## config.mk

```make
export PLATFORM = sky130hd
export DESIGN_NAME = stepper_step_dir_generator
export DESIGN_NICKNAME = d
export VERILOG_FILES = /design/src/design/sdg_pkg.sv /design/src/design/sdg_cfg.sv /design/src/design/sdg_core.sv /design/src/design/stepper_step_dir_generator.sv
export SDC_FILE = /design/constraint.sdc
export NUM_CORES = 1
export LEC_CHECK = 0
export ABC_AREA = 1
export BUFFER_PORTS_ARGS = -buffer_cell sky130_fd_sc_hd__buf_2
export CAP_MARGIN = 15
export CORE_MARGIN = 4
export CORE_UTILIZATION = 40
export DETAILED_ROUTE_END_ITERATION = 10
export SYNTH_ARGS = -nofsm -noshare
export SYNTH_HDL_FRONTEND = slang
export SYNTH_HIERARCHICAL = 1
export SYNTH_SLANG_ARGS = --single-unit
```

## constraint.sdc

```tcl
create_clock -name clk -period 7 [get_ports clk]
set_clock_uncertainty 0.05 [all_clocks]
set_input_delay 0 -clock clk [delete_from_list [all_inputs] [get_ports clk]]
set_output_delay 0 -clock clk [all_outputs]
set_load 0.02 [all_outputs]
```

## src/design/sdg_pkg.sv

```systemverilog
// ----------------------------------------------------------------------------
// sdg_pkg
// Shared types, codes and sizing constants for the step/direction generator.
// ----------------------------------------------------------------------------
package sdg_pkg;

  // Internal width of the position, target and distance registers.
  localparam int POSITION_BITS = 32;
  // Internal width of the microsecond timestamps.
  localparam int TIME_BITS = 32;

  // Fixed widths of the external fields.
  localparam int OP_W   = 3;
  localparam int WORD_W = 32;
  localparam int CFG_INDEX_W = 2;

  typedef enum logic [OP_W-1:0] {
    OP_POS_TICK   = 3'd0,
    OP_SPEED_TICK = 3'd1,
    OP_REL_MOVE   = 3'd2,
    OP_ABS_MOVE   = 3'd3,
    OP_SET_POS    = 3'd4
  } op_t;

  typedef enum logic [CFG_INDEX_W-1:0] {
    CFG_STEP_WIDTH = 2'd0,
    CFG_LOCKED     = 2'd1
  } cfg_index_t;

  typedef struct packed {
    logic [OP_W-1:0]          op;
    logic [WORD_W-1:0]        now_us;
    logic signed [WORD_W-1:0] value;
    logic                     forward;
  } item_t;

  typedef struct packed {
    logic                     ok;
    logic                     step_level;
    logic                     dir_level;
    logic signed [WORD_W-1:0] position;
    logic signed [WORD_W-1:0] distance_left;
    logic                     is_locked;
  } result_t;

  typedef struct packed {
    logic [WORD_W-1:0] step_width_us;
    logic              locked;
  } cfg_t;

endpackage

```

## src/design/sdg_cfg.sv

```systemverilog
// ----------------------------------------------------------------------------
// sdg_cfg
// Configuration register file: step width and lock.
// ----------------------------------------------------------------------------
module sdg_cfg import sdg_pkg::*; (
  input  logic                   clk,
  input  logic                   rst,
  input  logic                   cfg_valid,
  output logic                   cfg_ready,
  input  logic [CFG_INDEX_W-1:0] cfg_index,
  input  logic [WORD_W-1:0]      cfg_data,
  output cfg_t                   cfg
);

  cfg_t regs;

  // The register file never back-pressures.
  assign cfg_ready = 1'b1;
  assign cfg       = regs;

  always_ff @(posedge clk) begin
    if (rst) begin
      regs.step_width_us <= WORD_W'(1000);
      regs.locked        <= 1'b0;
    end else if (cfg_valid && cfg_ready) begin
      unique case (cfg_index_t'(cfg_index))
        CFG_STEP_WIDTH: regs.step_width_us <= cfg_data;
        CFG_LOCKED:     regs.locked        <= cfg_data[0];
        default: ;
      endcase
    end
  end

endmodule

```

## src/design/sdg_core.sv

```systemverilog
// ----------------------------------------------------------------------------
// sdg_core
// Motion state and its single-pass update for one registered item.
// ----------------------------------------------------------------------------
module sdg_core import sdg_pkg::*; (
  input  logic    clk,
  input  logic    rst,
  input  logic    fire,
  input  item_t   item,
  input  cfg_t    cfg,
  output result_t result
);

  localparam int PW = POSITION_BITS;
  localparam int TW = TIME_BITS;

  logic [PW-1:0] target_pos, target_pos_next;
  logic [PW-1:0] current_pos, current_pos_next;
  logic [PW-1:0] distance_to_go, distance_to_go_next;
  logic [TW-1:0] last_step_time, last_step_time_next;
  logic          pulse_high, pulse_high_next;
  logic          dir_pin_level, dir_pin_level_next;

  logic [PW-1:0] value_pos;
  logic [PW-1:0] dist_recalc;
  logic [PW-1:0] rel_target;
  logic [TW-1:0] now_t;
  logic [TW-1:0] elapsed_us;
  logic          elapsed;
  logic          is_tick;
  logic          make_edge;
  logic          positive;

  assign value_pos   = PW'(item.value);
  assign now_t       = TW'(item.now_us);
  assign elapsed_us  = now_t - last_step_time;
  assign elapsed     = elapsed_us >= TW'(cfg.step_width_us);
  assign dist_recalc = target_pos - current_pos;
  assign rel_target  = target_pos + value_pos;
  assign is_tick     = (op_t'(item.op) == OP_POS_TICK) || (op_t'(item.op) == OP_SPEED_TICK);

  always_comb begin
    target_pos_next     = target_pos;
    current_pos_next    = current_pos;
    distance_to_go_next = distance_to_go;
    last_step_time_next = last_step_time;
    pulse_high_next     = pulse_high;
    dir_pin_level_next  = dir_pin_level;
    make_edge           = 1'b0;
    positive            = 1'b0;

    unique case (op_t'(item.op))
      OP_POS_TICK: begin
        if (!cfg.locked && elapsed && (distance_to_go != '0)) begin
          make_edge           = 1'b1;
          distance_to_go_next = dist_recalc;
          positive            = (dist_recalc != '0) && !dist_recalc[PW-1];
        end
      end
      OP_SPEED_TICK: begin
        if (!cfg.locked && elapsed) begin
          make_edge = 1'b1;
          positive  = item.forward;
        end
      end
      OP_REL_MOVE: begin
        target_pos_next     = rel_target;
        distance_to_go_next = rel_target - current_pos;
      end
      OP_ABS_MOVE: begin
        target_pos_next     = value_pos;
        distance_to_go_next = value_pos - current_pos;
      end
      OP_SET_POS: begin
        current_pos_next = value_pos;
      end
      default: ;
    endcase

    // A step edge moves the position only on the rising half of the step pulse.
    if (make_edge) begin
      last_step_time_next = now_t;
      dir_pin_level_next  = positive;
      pulse_high_next     = !pulse_high;
      if (!pulse_high) begin
        current_pos_next = positive ? current_pos + PW'(1) : current_pos - PW'(1);
      end
    end
  end

  always_ff @(posedge clk) begin
    if (rst) begin
      target_pos     <= '0;
      current_pos    <= '0;
      distance_to_go <= '0;
      last_step_time <= '0;
      pulse_high     <= 1'b0;
      dir_pin_level  <= 1'b0;
    end else if (fire) begin
      target_pos     <= target_pos_next;
      current_pos    <= current_pos_next;
      distance_to_go <= distance_to_go_next;
      last_step_time <= last_step_time_next;
      pulse_high     <= pulse_high_next;
      dir_pin_level  <= dir_pin_level_next;
    end
  end

  always_comb begin
    result.ok            = !(is_tick && cfg.locked);
    result.step_level    = pulse_high_next;
    result.dir_level     = dir_pin_level_next;
    result.position      = WORD_W'(current_pos_next);
    result.distance_left = WORD_W'(distance_to_go_next);
    result.is_locked     = cfg.locked;
  end

endmodule

```

## src/design/stepper_step_dir_generator.sv

```systemverilog
// ----------------------------------------------------------------------------
// stepper_step_dir_generator
// Step/direction pulse generator without acceleration, one beat per command.
// ----------------------------------------------------------------------------
//
//   Channel | Handshake               | Payload
//   --------+-------------------------+---------------------------------------
//   input   | in_valid / in_stall     | op, now_us, value, forward
//   output  | out_valid / out_stall   | ok, step_level, dir_level, position,
//           |                         | distance_left, is_locked
//   config  | cfg_valid / cfg_ready   | cfg_index, cfg_data
//
// Every input beat lands in the input register; the edge at which it advances
// updates the motion state and loads the result register, which raises
// out_valid. One beat per cycle flows when the output is not stalled. The
// rate is set by the single pass through sdg_core, one 32-bit add and
// subtract chain plus a time compare.
// Synchronous reset clears both pipeline valid bits, the motion state and the
// configuration (step width 1000 us, unlocked). A stall on the output holds
// the result register; the input register then holds too and in_stall rises,
// while a free result register lets the input side keep streaming.
module stepper_step_dir_generator import sdg_pkg::*; (
  input  logic                     clk,
  input  logic                     rst,
  // Input channel.
  input  logic                     in_valid,
  output logic                     in_stall,
  input  logic [OP_W-1:0]          op,
  input  logic [WORD_W-1:0]        now_us,
  input  logic signed [WORD_W-1:0] value,
  input  logic                     forward,
  // Output channel.
  output logic                     out_valid,
  input  logic                     out_stall,
  output logic                     ok,
  output logic                     step_level,
  output logic                     dir_level,
  output logic signed [WORD_W-1:0] position,
  output logic signed [WORD_W-1:0] distance_left,
  output logic                     is_locked,
  // Configuration write channel.
  input  logic                     cfg_valid,
  output logic                     cfg_ready,
  input  logic [CFG_INDEX_W-1:0]   cfg_index,
  input  logic [WORD_W-1:0]        cfg_data
);

  cfg_t    cfg;
  item_t   in_item;
  logic    in_item_valid;
  result_t core_result;
  result_t out_result;
  logic    advance;

  sdg_cfg u_cfg (
    .clk       (clk),
    .rst       (rst),
    .cfg_valid (cfg_valid),
    .cfg_ready (cfg_ready),
    .cfg_index (cfg_index),
    .cfg_data  (cfg_data),
    .cfg       (cfg)
  );

  // The held item is processed whenever the result register is free or is
  // being emptied in this same cycle.
  assign advance  = in_item_valid && (!out_valid || !out_stall);
  assign in_stall = in_item_valid && !advance;

  always_ff @(posedge clk) begin
    if (rst) begin
      in_item_valid <= 1'b0;
    end else if (in_valid && !in_stall) begin
      in_item_valid <= 1'b1;
    end else if (advance) begin
      in_item_valid <= 1'b0;
    end
  end

  always_ff @(posedge clk) begin
    if (in_valid && !in_stall) begin
      in_item.op      <= op;
      in_item.now_us  <= now_us;
      in_item.value   <= value;
      in_item.forward <= forward;
    end
  end

  sdg_core u_core (
    .clk    (clk),
    .rst    (rst),
    .fire   (advance),
    .item   (in_item),
    .cfg    (cfg),
    .result (core_result)
  );

  always_ff @(posedge clk) begin
    if (rst) begin
      out_valid <= 1'b0;
    end else if (advance) begin
      out_valid <= 1'b1;
    end else if (!out_stall) begin
      out_valid <= 1'b0;
    end
  end

  always_ff @(posedge clk) begin
    if (advance) begin
      out_result <= core_result;
    end
  end

  assign ok            = out_result.ok;
  assign step_level    = out_result.step_level;
  assign dir_level     = out_result.dir_level;
  assign position      = out_result.position;
  assign distance_left = out_result.distance_left;
  assign is_locked     = out_result.is_locked;

endmodule

```

==> flow_results.xml, run 1 <==
<?xml version="1.0" encoding="UTF-8"?>
<metrics>
  <group name="run_status">
    <metric name="run_status" unit="">complete, no violations</metric>
  </group>
  <group name="grt">
    <metric name="grtUsageTotal" unit="">0.240</metric>
    <metric name="grt_remaining_overflow" unit="">0</metric>
    <metric name="grt_antenna_before_repair" unit="">0</metric>
    <metric name="grt_max_degree" unit="">71</metric>
    <metric name="vias_in_the_first_global_route" unit="">20239</metric>
    <metric name="grt_first_pass_wirelength" unit="um">113000</metric>
  </group>
  <group name="clock_tree">
    <metric name="numCtsBuffers" unit="">35</metric>
    <metric name="tritoncts" unit="">yes</metric>
    <metric name="worst_setup_hold_path_clk_slew" unit="ps">70</metric>
    <metric name="root_buffer_selected_by_cts" unit="">sky130_fd_sc_hd__clkbuf_16</metric>
    <metric name="cts.sinks" unit="">301</metric>
    <metric name="maximum_level_of_the_cts_h_tree" unit="">2</metric>
    <metric name="ctsLongestPathBuffers" unit="">3</metric>
    <metric name="clock_latency" unit="ps">580</metric>
  </group>
  <group name="worst_hold_path">
    <metric name="hp-class" unit="">in -&gt; reg</metric>
    <metric name="hold_end" unit="">in_item[15]</metric>
    <metric name="min_path_cells" unit="">2</metric>
    <metric name="timing.hold.worst.start" unit="">value[14]</metric>
  </group>
  <group name="place">
    <metric name="port_buffers" unit="">176</metric>
    <metric name="post_dp_cell_area" unit="sq mm">0.0239</metric>
    <metric name="place_congestion" unit="">1.01</metric>
    <metric name="dp.final_hpwl" unit="um">57400</metric>
    <metric name="placedCellCount" unit="">3993</metric>
  </group>
  <group name="synth">
    <metric name="synth_largest_type_area_fraction" unit="">0.183</metric>
    <metric name="syn_nets" unit="">3440</metric>
    <metric name="postSynthAreaPerCell" unit="sq um">7.10</metric>
    <metric name="async_reset_ff_frac" unit="">0</metric>
    <metric name="synth-seq-cells" unit="">301</metric>
    <metric name="yosysWarnings" unit="">6</metric>
    <metric name="yosysTopAreaCell" unit="">sky130_fd_sc_hd__edfxtp_1</metric>
    <metric name="synth.distinct_cells" unit="">57</metric>
    <metric name="syn_inst" unit="">3142</metric>
    <metric name="top_reg_cell_synth" unit="">sky130_fd_sc_hd__dfxtp_1</metric>
    <metric name="synth_edf_count" unit="">136</metric>
    <metric name="synthTopCellsByArea" unit="">sky130_fd_sc_hd__edfxtp_1 18%, sky130_fd_sc_hd__dfxtp_1 15%, sky130_fd_sc_hd__nand2_1 11%</metric>
    <metric name="post_synth_instance_area" unit="sq mm">0.0223</metric>
    <metric name="synth-seq-area-share" unit="">0.331</metric>
  </group>
  <group name="drt">
    <metric name="avgViaCountPerCell" unit="">5.11</metric>
    <metric name="routedWlPerCell" unit="um">17.5</metric>
    <metric name="remaining_drcs" unit="">0</metric>
    <metric name="drtAntennaViolNets" unit="">0</metric>
    <metric name="via_count" unit="">21293</metric>
    <metric name="firstDrtPassIters" unit="">6</metric>
    <metric name="postRouteWirelength" unit="um">73000</metric>
    <metric name="dr.first_iter.drc_count" unit="">1592</metric>
  </group>
  <group name="floorplanning">
    <metric name="core.rowCount" unit="">86</metric>
    <metric name="io-pin-count" unit="">178</metric>
    <metric name="starting_density_of_the_core" unit="">0.404</metric>
    <metric name="die_width" unit="um">244</metric>
    <metric name="die_area" unit="sq mm">0.0596</metric>
    <metric name="dieHeight" unit="um">244</metric>
    <metric name="core_area" unit="sq mm">0.0552</metric>
  </group>
  <group name="critical_path">
    <metric name="worst_r2r_endpoint" unit="">u_core/current_pos[30]</metric>
    <metric name="reg2regPathDepth" unit="">39</metric>
    <metric name="critPathMostFrequentCell" unit="">sky130_fd_sc_hd__nand2_1</metric>
    <metric name="setup.reg_to_reg.worst_slack" unit="ps">570</metric>
    <metric name="worst_path_max_delay_cell" unit="">sky130_fd_sc_hd__edfxtp_1</metric>
    <metric name="setup_crit_end_kind" unit="">register</metric>
    <metric name="crit_arrival" unit="ps">6850</metric>
    <metric name="critical_path_peak_fanout" unit="">21</metric>
    <metric name="criticalPathCategory" unit="">reg -&gt; reg</metric>
    <metric name="regToRegStartpoint" unit="">in_item[35]</metric>
    <metric name="cp_slowest_stage_delay" unit="ps">390</metric>
    <metric name="worstSetupStartpointType" unit="">register</metric>
    <metric name="critPathRequiredTime" unit="ps">7410</metric>
  </group>
  <group name="layout">
    <metric name="layoutNonFillerInstCount" unit="">4167</metric>
    <metric name="most-common-layout-cells" unit="">631 x sky130_fd_sc_hd__nand2_1, 472 x sky130_fd_sc_hd__inv_1, 349 x sky130_fd_sc_hd__a21oi_1</metric>
    <metric name="finalNetCount" unit="">3690</metric>
    <metric name="syn2layout_area_growth" unit="%">18.4</metric>
    <metric name="post-route-cell-area" unit="sq mm">0.0264</metric>
    <metric name="fraction_of_final_layout_cells_sized_beyond_drive_strength_1" unit="">0.117</metric>
    <metric name="antenna-diode-count" unit="">0</metric>
    <metric name="final_common_cell" unit="">sky130_fd_sc_hd__nand2_1</metric>
    <metric name="fillers" unit="">5662</metric>
  </group>
  <group name="power_and_ir_drop">
    <metric name="power_per_cell_area" unit="mW/mm^2">237</metric>
    <metric name="vdd_ir_drop_max" unit="mV">0.191</metric>
    <metric name="power.leakage" unit="nW">12.5</metric>
    <metric name="totalPowerFinal" unit="W">0.00626</metric>
  </group>
  <group name="run">
    <metric name="count_of_maximum_capacitance_violations" unit="">0</metric>
  </group>
  <group name="sta">
    <metric name="achievable-frequency" unit="MHz">155</metric>
    <metric name="final.setup.tns" unit="ps">0</metric>
    <metric name="slew_viol_final" unit="">0</metric>
    <metric name="timing_worst_slew_pin_value" unit="ps">1010</metric>
    <metric name="grt_setup_unrepaired" unit="">false</metric>
    <metric name="min_period_over_period" unit="">0.919</metric>
    <metric name="timing.slew.headroom" unit="">0.325</metric>
    <metric name="setup_viol_count_final" unit="">0</metric>
    <metric name="period_minus_slack" unit="ps">6430</metric>
    <metric name="hold_violations" unit="">0</metric>
  </group>
</metrics>
-- synth_stat cells, drive strengths merged, types with 14 or more instances --
library cell and count:
buf 41, o21ai 283, nand2 652, edfxtp 136
nor3 30, inv 499, nand3 144, o211ai 65
nor2 277, ha 186, xor2 55, o21bai 14
a21o 18, or2 14, dfxtp 165, clkbuf 51
nand4 35, xnor2 39, a21oi 364
-- power by group --
| part | switching [W] | total (W) | internal [W] |
|---|---|---|---|
| combinational | 0.00154 | 0.00234 | 0.000793 |
| clock | 0.000789 | 0.00186 | 0.00107 |
| sequential | 0.0000761 | 0.00206 | 0.00198 |
| total | 0.00241 | 0.00626 | 0.00385 |
-- final cells by class --
cell class | instances | area [sq um] | area share
Multi-Input combinational cell | 2246 | 12900 | 0.489
Sequential cell | 301 | 7390 | 0.280
Timing Repair Buffer | 305 | 2130 | 0.0806
Inverter | 503 | 1890 | 0.0716
Tap cell | 748 | 936 | 0.0354
Clock buffer | 42 | 932 | 0.0353
Clock inverter | 22 | 229 | 0.00867
-- metal layers --
metal  vias up  routed length [um]  GRT usage
met5         -                   0          0
met4         0                2790     0.0851
met3       113                3910     0.0329
met2       549               33100      0.398
met1      9654               33200      0.321
li1      10977                   -          -
-- worst max-delay path by stage --
stage | start | to | slack, ps | cells past startpoint
floorplan | in_item[33] | position[30] | 1100 | 42
global placement | in_item[33] | u_core/current_pos[29] | 400 | 42
detailed placement | in_item[33] | u_core/current_pos[29] | 180 | 42
CTS | in_item[33] | u_core/current_pos[29] | 140 | 42
global route | in_item[35] | u_core/current_pos[27] | 20 | 37
finish | in_item[35] | u_core/current_pos[30] | 570 | 39
-- logic make-up after synthesis --
group / count (synthesis) / synth area share
adder cells (fa/ha/maj): 191 / 0.109
AO/OA/AOI/OAI: 787 / 0.198
other: 1 / 0.000168
AND/OR/NAND/NOR: 1173 / 0.220
XOR/XNOR: 94 / 0.0369
flip-flops: 301 / 0.331
buffers and inverters: 595 / 0.104
-- worst max-delay path: cells and delay by family (launching register included) --
kind                     cells  cell delay, ps
XOR/XNOR                     1              90
buffers and inverters        4             410
AO/OA/AOI/OAI               13            2170
adder cells (fa/ha/maj)      3             980
AND/OR/NAND/NOR             18            2220
flip-flops                   1             390
-- flip-flops by register name (all words and copies together) (netlist names), 32 cells and up --
signal / count
u_core/distance_to_go: 32
u_core/current_pos: 32
distance_left: 32
u_core/last_step_time: 32
u_cfg/cfg: 33
in_item: 68
position: 32
u_core/target_pos: 32
-- repair_timing --
action,4_1_cts,5_1_grt
gates resized for setup,0,53
endpoints found under the hold margin,120,0
hold buffers,105,0
setup endpoints to repair,0,39
setup buffers,0,5
-- per-stage QoR --
stage / utilization / hold WS [ps] / worst slack [ps]
after detailed placement: 0.432 / 128 / 181
after floorplan: - / 12.4 / 1100
after global placement: 0.432 / 126 / 395
final: 0.478 / 81.9 / 569
after global routing: 0.478 / 61.8 / 19.9
after CTS: 0.472 / 38.1 / 138
Note: power is estimated with default switching activity, not from simulation.
==> run 2, diff against run 1 <==
ABC_AREA = 0   (was 1)
==> run 2 against run 1 <==
  * The run now ends with setup timing left
  * Synthesized cell count decreased by 26%
  * Clock power is essentially flat
  * Critical path depth grew 9
  * Synthesized area down 6.3%
  * Worst hold slack lost 43 ps
  * Register-to-register slack got worse by 2200 ps
  * Final cell count fell by 14%
  * First-iteration DRC count up 6.9%
  * Critical path type unchanged
  * Largest power group unchanged
==> flow_results.xml, run 2 <==
<?xml version="1.0" encoding="UTF-8"?>
<metrics>
  <group name="drt">
    <metric name="via_count" unit="">19958</metric>
    <metric name="drtAntennaViolNets" unit="">0</metric>
    <metric name="firstDrtPassIters" unit="">6</metric>
    <metric name="avgViaCountPerCell" unit="">5.58</metric>
    <metric name="remaining_drcs" unit="">0</metric>
    <metric name="routedWlPerCell" unit="um">20.7</metric>
    <metric name="dr.first_iter.drc_count" unit="">1702</metric>
    <metric name="postRouteWirelength" unit="um">73900</metric>
  </group>
  <group name="critical_path">
    <metric name="worstSetupStartpointType" unit="">register</metric>
    <metric name="setup.reg_to_reg.worst_slack" unit="ps">-1660</metric>
    <metric name="cp_slowest_stage_delay" unit="ps">440</metric>
    <metric name="critPathRequiredTime" unit="ps">7420</metric>
    <metric name="setup_crit_end_kind" unit="">register</metric>
    <metric name="criticalPathCategory" unit="">reg -&gt; reg</metric>
    <metric name="critPathMostFrequentCell" unit="">sky130_fd_sc_hd__buf_4</metric>
    <metric name="crit_arrival" unit="ps">9080</metric>
    <metric name="worst_path_max_delay_cell" unit="">sky130_fd_sc_hd__edfxtp_1</metric>
    <metric name="critical_path_peak_fanout" unit="">4</metric>
  </group>
  <group name="layout">
    <metric name="syn2layout_area_growth" unit="%">33.1</metric>
    <metric name="layoutNonFillerInstCount" unit="">3575</metric>
    <metric name="fraction_of_final_layout_cells_sized_beyond_drive_strength_1" unit="">0.248</metric>
    <metric name="most-common-layout-cells" unit="">265 x sky130_fd_sc_hd__buf_4, 241 x sky130_fd_sc_hd__nor2_1, 190 x sky130_fd_sc_hd__nand2_1</metric>
    <metric name="fillers" unit="">4653</metric>
    <metric name="multi_input_comb_area" unit="sq mm">0.0134</metric>
    <metric name="finalNetCount" unit="">3164</metric>
    <metric name="final_common_cell" unit="">sky130_fd_sc_hd__buf_4</metric>
    <metric name="regArea" unit="sq mm">0.00739</metric>
    <metric name="largest_reg_flops" unit="">68</metric>
    <metric name="layout.core_utilization" unit="">0.540</metric>
    <metric name="antenna-diode-count" unit="">0</metric>
    <metric name="top_register_by_number_of_flip_flops" unit="">in_item</metric>
  </group>
  <group name="clock_tree">
    <metric name="tritoncts" unit="">yes</metric>
    <metric name="root_buffer_selected_by_cts" unit="">sky130_fd_sc_hd__clkbuf_16</metric>
    <metric name="worst_setup_hold_path_clk_slew" unit="ps">60</metric>
    <metric name="maximum_level_of_the_cts_h_tree" unit="">2</metric>
    <metric name="cts.sinks" unit="">301</metric>
    <metric name="ctsLongestPathBuffers" unit="">3</metric>
    <metric name="numCtsBuffers" unit="">37</metric>
    <metric name="clock_latency" unit="ps">590</metric>
  </group>
  <group name="sta">
    <metric name="timing.slew.headroom" unit="">0.201</metric>
    <metric name="timing_worst_slew_pin_value" unit="ps">1200</metric>
    <metric name="achievable-frequency" unit="MHz">115</metric>
    <metric name="period_minus_slack" unit="ps">8660</metric>
    <metric name="setup_viol_count_final" unit="">59</metric>
    <metric name="slew_viol_final" unit="">0</metric>
    <metric name="min_period_over_period" unit="">1.24</metric>
    <metric name="layout_setup_ws" unit="ps">-1660</metric>
    <metric name="fin_worst_hold_slack" unit="ps">39.1</metric>
    <metric name="hold_violations" unit="">0</metric>
    <metric name="grt_setup_unrepaired" unit="">true</metric>
  </group>
  <group name="grt">
    <metric name="grtUsageTotal" unit="">0.249</metric>
    <metric name="grt_antenna_before_repair" unit="">0</metric>
    <metric name="grt_max_degree" unit="">78</metric>
    <metric name="grt_first_pass_wirelength" unit="um">111000</metric>
    <metric name="grt_remaining_overflow" unit="">0</metric>
    <metric name="vias_in_the_first_global_route" unit="">19083</metric>
  </group>
  <group name="floorplanning">
    <metric name="starting_density_of_the_core" unit="">0.406</metric>
    <metric name="core.rowCount" unit="">83</metric>
    <metric name="die_area" unit="sq mm">0.0560</metric>
    <metric name="core_area" unit="sq mm">0.0515</metric>
    <metric name="dieHeight" unit="um">237</metric>
    <metric name="io-pin-count" unit="">178</metric>
    <metric name="die_width" unit="um">237</metric>
  </group>
  <group name="synth">
    <metric name="synth.most_common_cell" unit="">sky130_fd_sc_hd__nor2_1</metric>
    <metric name="postSynthAreaPerCell" unit="sq um">8.94</metric>
    <metric name="synth-seq-area-share" unit="">0.353</metric>
    <metric name="synth-xor-area-share" unit="">0.0547</metric>
    <metric name="synth_edf_count" unit="">136</metric>
    <metric name="post_synth_instance_area" unit="sq mm">0.0209</metric>
    <metric name="async_reset_ff_frac" unit="">0</metric>
    <metric name="yosysTopAreaCell" unit="">sky130_fd_sc_hd__edfxtp_1</metric>
    <metric name="yosysWarnings" unit="">6</metric>
    <metric name="synth.distinct_cells" unit="">105</metric>
    <metric name="synth-compound-area-share" unit="">0.200</metric>
    <metric name="synth_largest_type_area_fraction" unit="">0.195</metric>
    <metric name="synth-adder-area-share" unit="">0.116</metric>
    <metric name="synth_mux_area_frac" unit="">0.0582</metric>
    <metric name="synth_simple_gate_area_frac" unit="">0.165</metric>
    <metric name="synthTopCellsByArea" unit="">sky130_fd_sc_hd__edfxtp_1 20%, sky130_fd_sc_hd__dfxtp_1 16%, sky130_fd_sc_hd__ha_1 11%</metric>
    <metric name="synth.cells.most_frequent" unit="">250 x sky130_fd_sc_hd__nor2_1, 193 x sky130_fd_sc_hd__nand2_1, 186 x sky130_fd_sc_hd__ha_1</metric>
    <metric name="synth-seq-cells" unit="">301</metric>
    <metric name="syn_inst" unit="">2337</metric>
    <metric name="main_combinational_cell_family_by_area_after_synthesis" unit="">compound AO/OA/AOI/OAI gates</metric>
    <metric name="top_reg_cell_synth" unit="">sky130_fd_sc_hd__dfxtp_1</metric>
    <metric name="syn_nets" unit="">2635</metric>
  </group>
  <group name="place">
    <metric name="port_buffers" unit="">176</metric>
    <metric name="dp.final_hpwl" unit="um">55800</metric>
    <metric name="place_congestion" unit="">1.01</metric>
    <metric name="placedCellCount" unit="">3360</metric>
  </group>
  <group name="power_and_ir_drop">
    <metric name="power.leakage" unit="nW">11.7</metric>
    <metric name="power_per_cell_area" unit="mW/mm^2">236</metric>
    <metric name="vdd_ir_drop_max" unit="mV">0.162</metric>
  </group>
  <group name="run_status">
    <metric name="violations" unit="">setup timing</metric>
    <metric name="run_status" unit="">finished, violations left</metric>
  </group>
  <group name="run">
    <metric name="count_of_maximum_capacitance_violations" unit="">0</metric>
  </group>
  <group name="worst_hold_path">
    <metric name="hp-class" unit="">in -&gt; reg</metric>
  </group>
</metrics>
==> run 2: cell count changes in the layout (fill, tap and decap cells not counted), moves of 36 or more <==
cell / previous run / this run
sky130_fd_sc_hd__a21oi_1: 349 / 149
sky130_fd_sc_hd__buf_4: 22 / 265
sky130_fd_sc_hd__o21ai_1: 74 / 8
sky130_fd_sc_hd__nand2_1: 631 / 190
sky130_fd_sc_hd__nand3_1: 138 / 33
sky130_fd_sc_hd__inv_1: 472 / 159
sky130_fd_sc_hd__o21ai_0: 201 / 71
sky130_fd_sc_hd__xnor2_1: 39 / 75
sky130_fd_sc_hd__a21o_1: 18 / 71
sky130_fd_sc_hd__mux2i_1: 0 / 117
sky130_fd_sc_hd__o211ai_1: 53 / 15
sky130_fd_sc_hd__nand2b_1: 1 / 70
==> run 2: what timing repair did <==
action                                  4_1_cts  5_1_grt
hold buffers                                107        0
pin swaps                                    67       89
endpoints found under the hold margin       146        0
cloned                                        1        0
buffers inserted                             22       26
endpoints found under the setup margin       60       95
resized for setup                            86      105
==> run 2: final cells by class <==
cell class                 count  area share
inverter                     164      0.0223
multi-input combinational   1782       0.483
clock buffer                  48      0.0351
tap                          680      0.0306
sequential                   301       0.266
clock inverter                20     0.00765
timing repair buffer         580       0.156
==> run 2: power by group <==
part	internal (W)	switching [W]
clock network	0.00105	0.000836
logic	0.00121	0.00143
registers	0.00196	0.0000843
==> run 2: critical path, delay by kind of cell, from the launching register on <==
kind / cells / cell delay (ps)
XOR/XNOR: 2 / 270
AO/OA/AOI/OAI: 20 / 3400
AND/OR/NAND/NOR: 11 / 1700
flip-flops: 1 / 440
buffers and inverters: 12 / 1670
adder cells (fa/ha/maj): 3 / 1050
==> run 2: metrics by stage <==
step | cell area [sq um] | total power, W | TNS, ps | worst slack (ps)
after floorplan | 21000 | 0.00344 | -27980 | -1250
after global placement | 24300 | 0.00429 | -56810 | -1610
after detailed placement | 24300 | 0.00432 | -69660 | -1870
after CTS | 27100 | 0.00640 | -67030 | -1710
after global routing | 27800 | 0.00687 | -89720 | -2100
final | 27800 | 0.00656 | -64780 | -1660
==> run 2: final timing paths <==
path	from	end	depth (start not counted)
setup / recovery	in_item[34]	u_core/current_pos[22]	48
hold / removal	cfg_index[1]	u_cfg/cfg[28]	4
setup reg to reg	in_item[34]	u_core/current_pos[22]	48
hold reg to reg	u_cfg/cfg[20]	u_cfg/cfg[20]	2
==> run 2: routing by layer <==
metal	vias to the layer above	part of all wire	track usage
met1	9583	0.44	0.340
met2	726	0.46	0.409
met5	-	0	0
met3	134	0.061	0.0361
li1	9515	-	-
met4	0	0.034	0.0763
==> run 2: logic make-up (layout without fill, tap and decap cells) <==
group | after synthesis | count (layout)
simple gates | 725 | 725
compound gates | 616 | 616
flops | 301 | 301
buf+inv | 254 | 812
fa+ha+maj | 191 | 191
xor+xnor | 128 | 128
mux | 121 | 121
other cells | 1 | 1
==> run 3, diff against run 2 <==
CAP_MARGIN = not set   (was 15)
HOLD_SLACK_MARGIN = 0.1   (was not set)
==> run 3 against run 2 <==
  * The flow still finishes with violations (setup timing)
  * Sequential power is essentially flat
  * Total power grew 0.53%
  * Critical path depth shrank 3
  * Clock power is essentially flat
  * Wire length grew 2.0%
  * Critical endpoint is now position[31]
  * Highest routed layer unchanged
==> flow_results.xml, run 3 (synthesis results as in run 2) <==
<?xml version="1.0" encoding="UTF-8"?>
<metrics>
  <group name="floorplanning">
    <metric name="io-pin-count" unit="">178</metric>
    <metric name="core_area" unit="sq mm">0.0515</metric>
    <metric name="core.rowCount" unit="">83</metric>
    <metric name="starting_density_of_the_core" unit="">0.406</metric>
    <metric name="die_width" unit="um">237</metric>
    <metric name="die_area" unit="sq mm">0.0560</metric>
    <metric name="dieHeight" unit="um">237</metric>
  </group>
  <group name="drt">
    <metric name="remaining_drcs" unit="">0</metric>
    <metric name="dr.first_iter.drc_count" unit="">1550</metric>
    <metric name="postRouteWirelength" unit="um">75400</metric>
    <metric name="via_count" unit="">20372</metric>
    <metric name="avgViaCountPerCell" unit="">5.55</metric>
    <metric name="drtAntennaViolNets" unit="">0</metric>
    <metric name="firstDrtPassIters" unit="">5</metric>
    <metric name="routedWlPerCell" unit="um">20.5</metric>
    <metric name="highest_layer" unit="">met4</metric>
    <metric name="met1_length" unit="um">33500</metric>
    <metric name="route.met2.wl" unit="um">35100</metric>
    <metric name="wl_met3" unit="um">4240</metric>
  </group>
  <group name="power_and_ir_drop">
    <metric name="totalPowerFinal" unit="W">0.00660</metric>
    <metric name="power.leakage" unit="nW">12.2</metric>
    <metric name="clockPowerShare" unit="">0.287</metric>
    <metric name="power_per_cell_area" unit="mW/mm^2">230</metric>
    <metric name="vdd_ir_drop_max" unit="mV">0.164</metric>
    <metric name="p_switching" unit="W">0.00236</metric>
    <metric name="power.switching_fraction" unit="">0.357</metric>
    <metric name="comb_power_share" unit="">0.403</metric>
    <metric name="share_seq_of_total_power" unit="">0.310</metric>
    <metric name="power.internal" unit="W">0.00424</metric>
  </group>
  <group name="sta">
    <metric name="achievable-frequency" unit="MHz">115</metric>
    <metric name="setup_viol_count_final" unit="">58</metric>
    <metric name="timing_worst_slew_pin_value" unit="ps">1190</metric>
    <metric name="fin_worst_hold_slack" unit="ps">122</metric>
    <metric name="final.setup.tns" unit="ps">-60350</metric>
    <metric name="layout_setup_ws" unit="ps">-1670</metric>
    <metric name="min_period_over_period" unit="">1.24</metric>
    <metric name="grt_setup_unrepaired" unit="">true</metric>
    <metric name="period_minus_slack" unit="ps">8670</metric>
    <metric name="timing.slew.headroom" unit="">0.207</metric>
    <metric name="hold_violations" unit="">0</metric>
    <metric name="slew_viol_final" unit="">0</metric>
  </group>
  <group name="critical_path">
    <metric name="setup_crit_end_kind" unit="">register</metric>
    <metric name="crit_arrival" unit="ps">8960</metric>
    <metric name="worst_path_max_delay_cell" unit="">sky130_fd_sc_hd__a221o_1</metric>
    <metric name="regToRegStartpoint" unit="">in_item[33]</metric>
    <metric name="setup.reg_to_reg.worst_slack" unit="ps">-1670</metric>
    <metric name="critPathMostFrequentCell" unit="">sky130_fd_sc_hd__buf_4</metric>
    <metric name="cp_slowest_stage_delay" unit="ps">400</metric>
    <metric name="worstSetupStartpointType" unit="">register</metric>
    <metric name="criticalPathCategory" unit="">reg -&gt; reg</metric>
    <metric name="reg2regPathDepth" unit="">45</metric>
    <metric name="worst_r2r_endpoint" unit="">position[31]</metric>
    <metric name="critPathRequiredTime" unit="ps">7290</metric>
    <metric name="critical_path_peak_fanout" unit="">7</metric>
  </group>
  <group name="run">
    <metric name="count_of_maximum_capacitance_violations" unit="">0</metric>
  </group>
  <group name="clock_tree">
    <metric name="tritoncts" unit="">yes</metric>
    <metric name="ctsLongestPathBuffers" unit="">3</metric>
    <metric name="root_buffer_selected_by_cts" unit="">sky130_fd_sc_hd__clkbuf_16</metric>
    <metric name="clock_latency" unit="ps">590</metric>
    <metric name="maximum_level_of_the_cts_h_tree" unit="">2</metric>
    <metric name="cts.sinks" unit="">301</metric>
    <metric name="worst_setup_hold_path_clk_slew" unit="ps">60</metric>
    <metric name="numCtsBuffers" unit="">37</metric>
  </group>
  <group name="layout">
    <metric name="fillers" unit="">4532</metric>
    <metric name="top_register_by_number_of_flip_flops" unit="">in_item</metric>
    <metric name="largest_reg_flops" unit="">68</metric>
    <metric name="fraction_of_final_layout_cells_sized_beyond_drive_strength_1" unit="">0.238</metric>
    <metric name="finalNetCount" unit="">3258</metric>
    <metric name="syn2layout_area_growth" unit="%">37.3</metric>
    <metric name="final_common_cell" unit="">sky130_fd_sc_hd__buf_4</metric>
    <metric name="most-common-layout-cells" unit="">268 x sky130_fd_sc_hd__buf_4, 240 x sky130_fd_sc_hd__nor2_1, 204 x sky130_fd_sc_hd__dlygate4sd3_1</metric>
    <metric name="layoutNonFillerInstCount" unit="">3670</metric>
  </group>
  <group name="run_status">
    <metric name="run_status" unit="">finished, violations left</metric>
    <metric name="violations" unit="">setup timing</metric>
  </group>
  <group name="place">
    <metric name="dp.final_hpwl" unit="um">55800</metric>
    <metric name="placedCellCount" unit="">3360</metric>
    <metric name="port_buffers" unit="">176</metric>
    <metric name="place_congestion" unit="">1.01</metric>
  </group>
  <group name="grt">
    <metric name="vias_in_the_first_global_route" unit="">19695</metric>
    <metric name="grt_max_degree" unit="">78</metric>
    <metric name="grt_antenna_before_repair" unit="">1</metric>
    <metric name="grtUsageTotal" unit="">0.254</metric>
    <metric name="grt_first_pass_wirelength" unit="um">113000</metric>
    <metric name="grt_remaining_overflow" unit="">0</metric>
  </group>
  <group name="worst_hold_path">
    <metric name="timing.hold.worst.start" unit="">value[1]</metric>
    <metric name="hp-class" unit="">in -&gt; reg</metric>
    <metric name="min_path_cells" unit="">2</metric>
    <metric name="hold_end" unit="">in_item[2]</metric>
  </group>
</metrics>
## run 3: cell count changes in the layout (fill, tap and decap cells not counted), moves of 2 or more
| cell | change |
|---|---|
| sky130_fd_sc_hd__dlygate4sd3_1 | +97 |
| sky130_fd_sc_hd__ha_4 | -2 |
| sky130_fd_sc_hd__buf_4 | +3 |
| sky130_fd_sc_hd__a2111oi_4 | -2 |
| sky130_fd_sc_hd__a2111oi_2 | +2 |
| sky130_fd_sc_hd__buf_6 | -5 |
## run 3: cell type report
type	count	area (sq um)	area share
Antenna cell	1	2.50	0.0000872
Clock buffer	48	977	0.0341
Clock inverter	20	213	0.00742
Inverter	164	619	0.0216
Multi-Input combinational cell	1782	13400	0.466
Sequential cell	301	7390	0.258
Tap cell	680	851	0.0297
Timing Repair Buffer	674	5260	0.184
## run 3: power groups by stage
stage / sequential [W] / combinational [W] / clock (W)
floorplan: 0.00209 / 0.00135 / 0
global placement: 0.00208 / 0.00222 / 0
detailed placement: 0.00208 / 0.00224 / 0
CTS: 0.00204 / 0.00246 / 0.00193
global route: 0.00205 / 0.00284 / 0.00201
finish: 0.00204 / 0.00266 / 0.00189
## run 3: worst max path at each step
stage	depth (start not counted)	startpoint	end	slack, ps
final	45	in_item[33]	position[31]	-1670
after detailed placement	41	in_item[34]	position[31]	-1870
after CTS	43	in_item[33]	position[31]	-1710
after floorplan	37	in_item[34]	position[31]	-1250
after global placement	43	in_item[34]	position[31]	-1610
after global routing	45	in_item[33]	position[31]	-2070
## run 3: critical path: cells and delay by family, from the launching register on
family,cells,cell delay [ps]
simple gates,10,1720
xor+xnor,2,360
flops,1,390
compound gates,20,3860
fa+ha+maj,3,700
buf+inv,10,1370
## run 3: repair_timing
| item | 4_1_cts | 5_1_grt |
|---|---|---|
| hold buffers | 204 | 0 |
| buffers inserted | 22 | 20 |
| endpoints found under the setup margin | 60 | 92 |
| cloned | 1 | 0 |
| endpoints found under the hold margin | 155 | 0 |
| gates resized for setup | 86 | 93 |
| pin swaps | 67 | 85 |
## run 3: metrics by stage
stage | area (sq um) | setup slack (ps) | utilization
after floorplan | 21000 | -1250 | -
after global placement | 24300 | -1610 | 0.471
after detailed placement | 24300 | -1870 | 0.471
after CTS | 28100 | -1710 | 0.545
after global routing | 28700 | -2070 | 0.557
final | 28700 | -1670 | 0.557
## run 3: layer usage
metal,up-vias,global-route usage
met5,-,0
met4,0,0.0798
met1,9853,0.344
met3,134,0.0362
met2,690,0.420
li1,9695,-
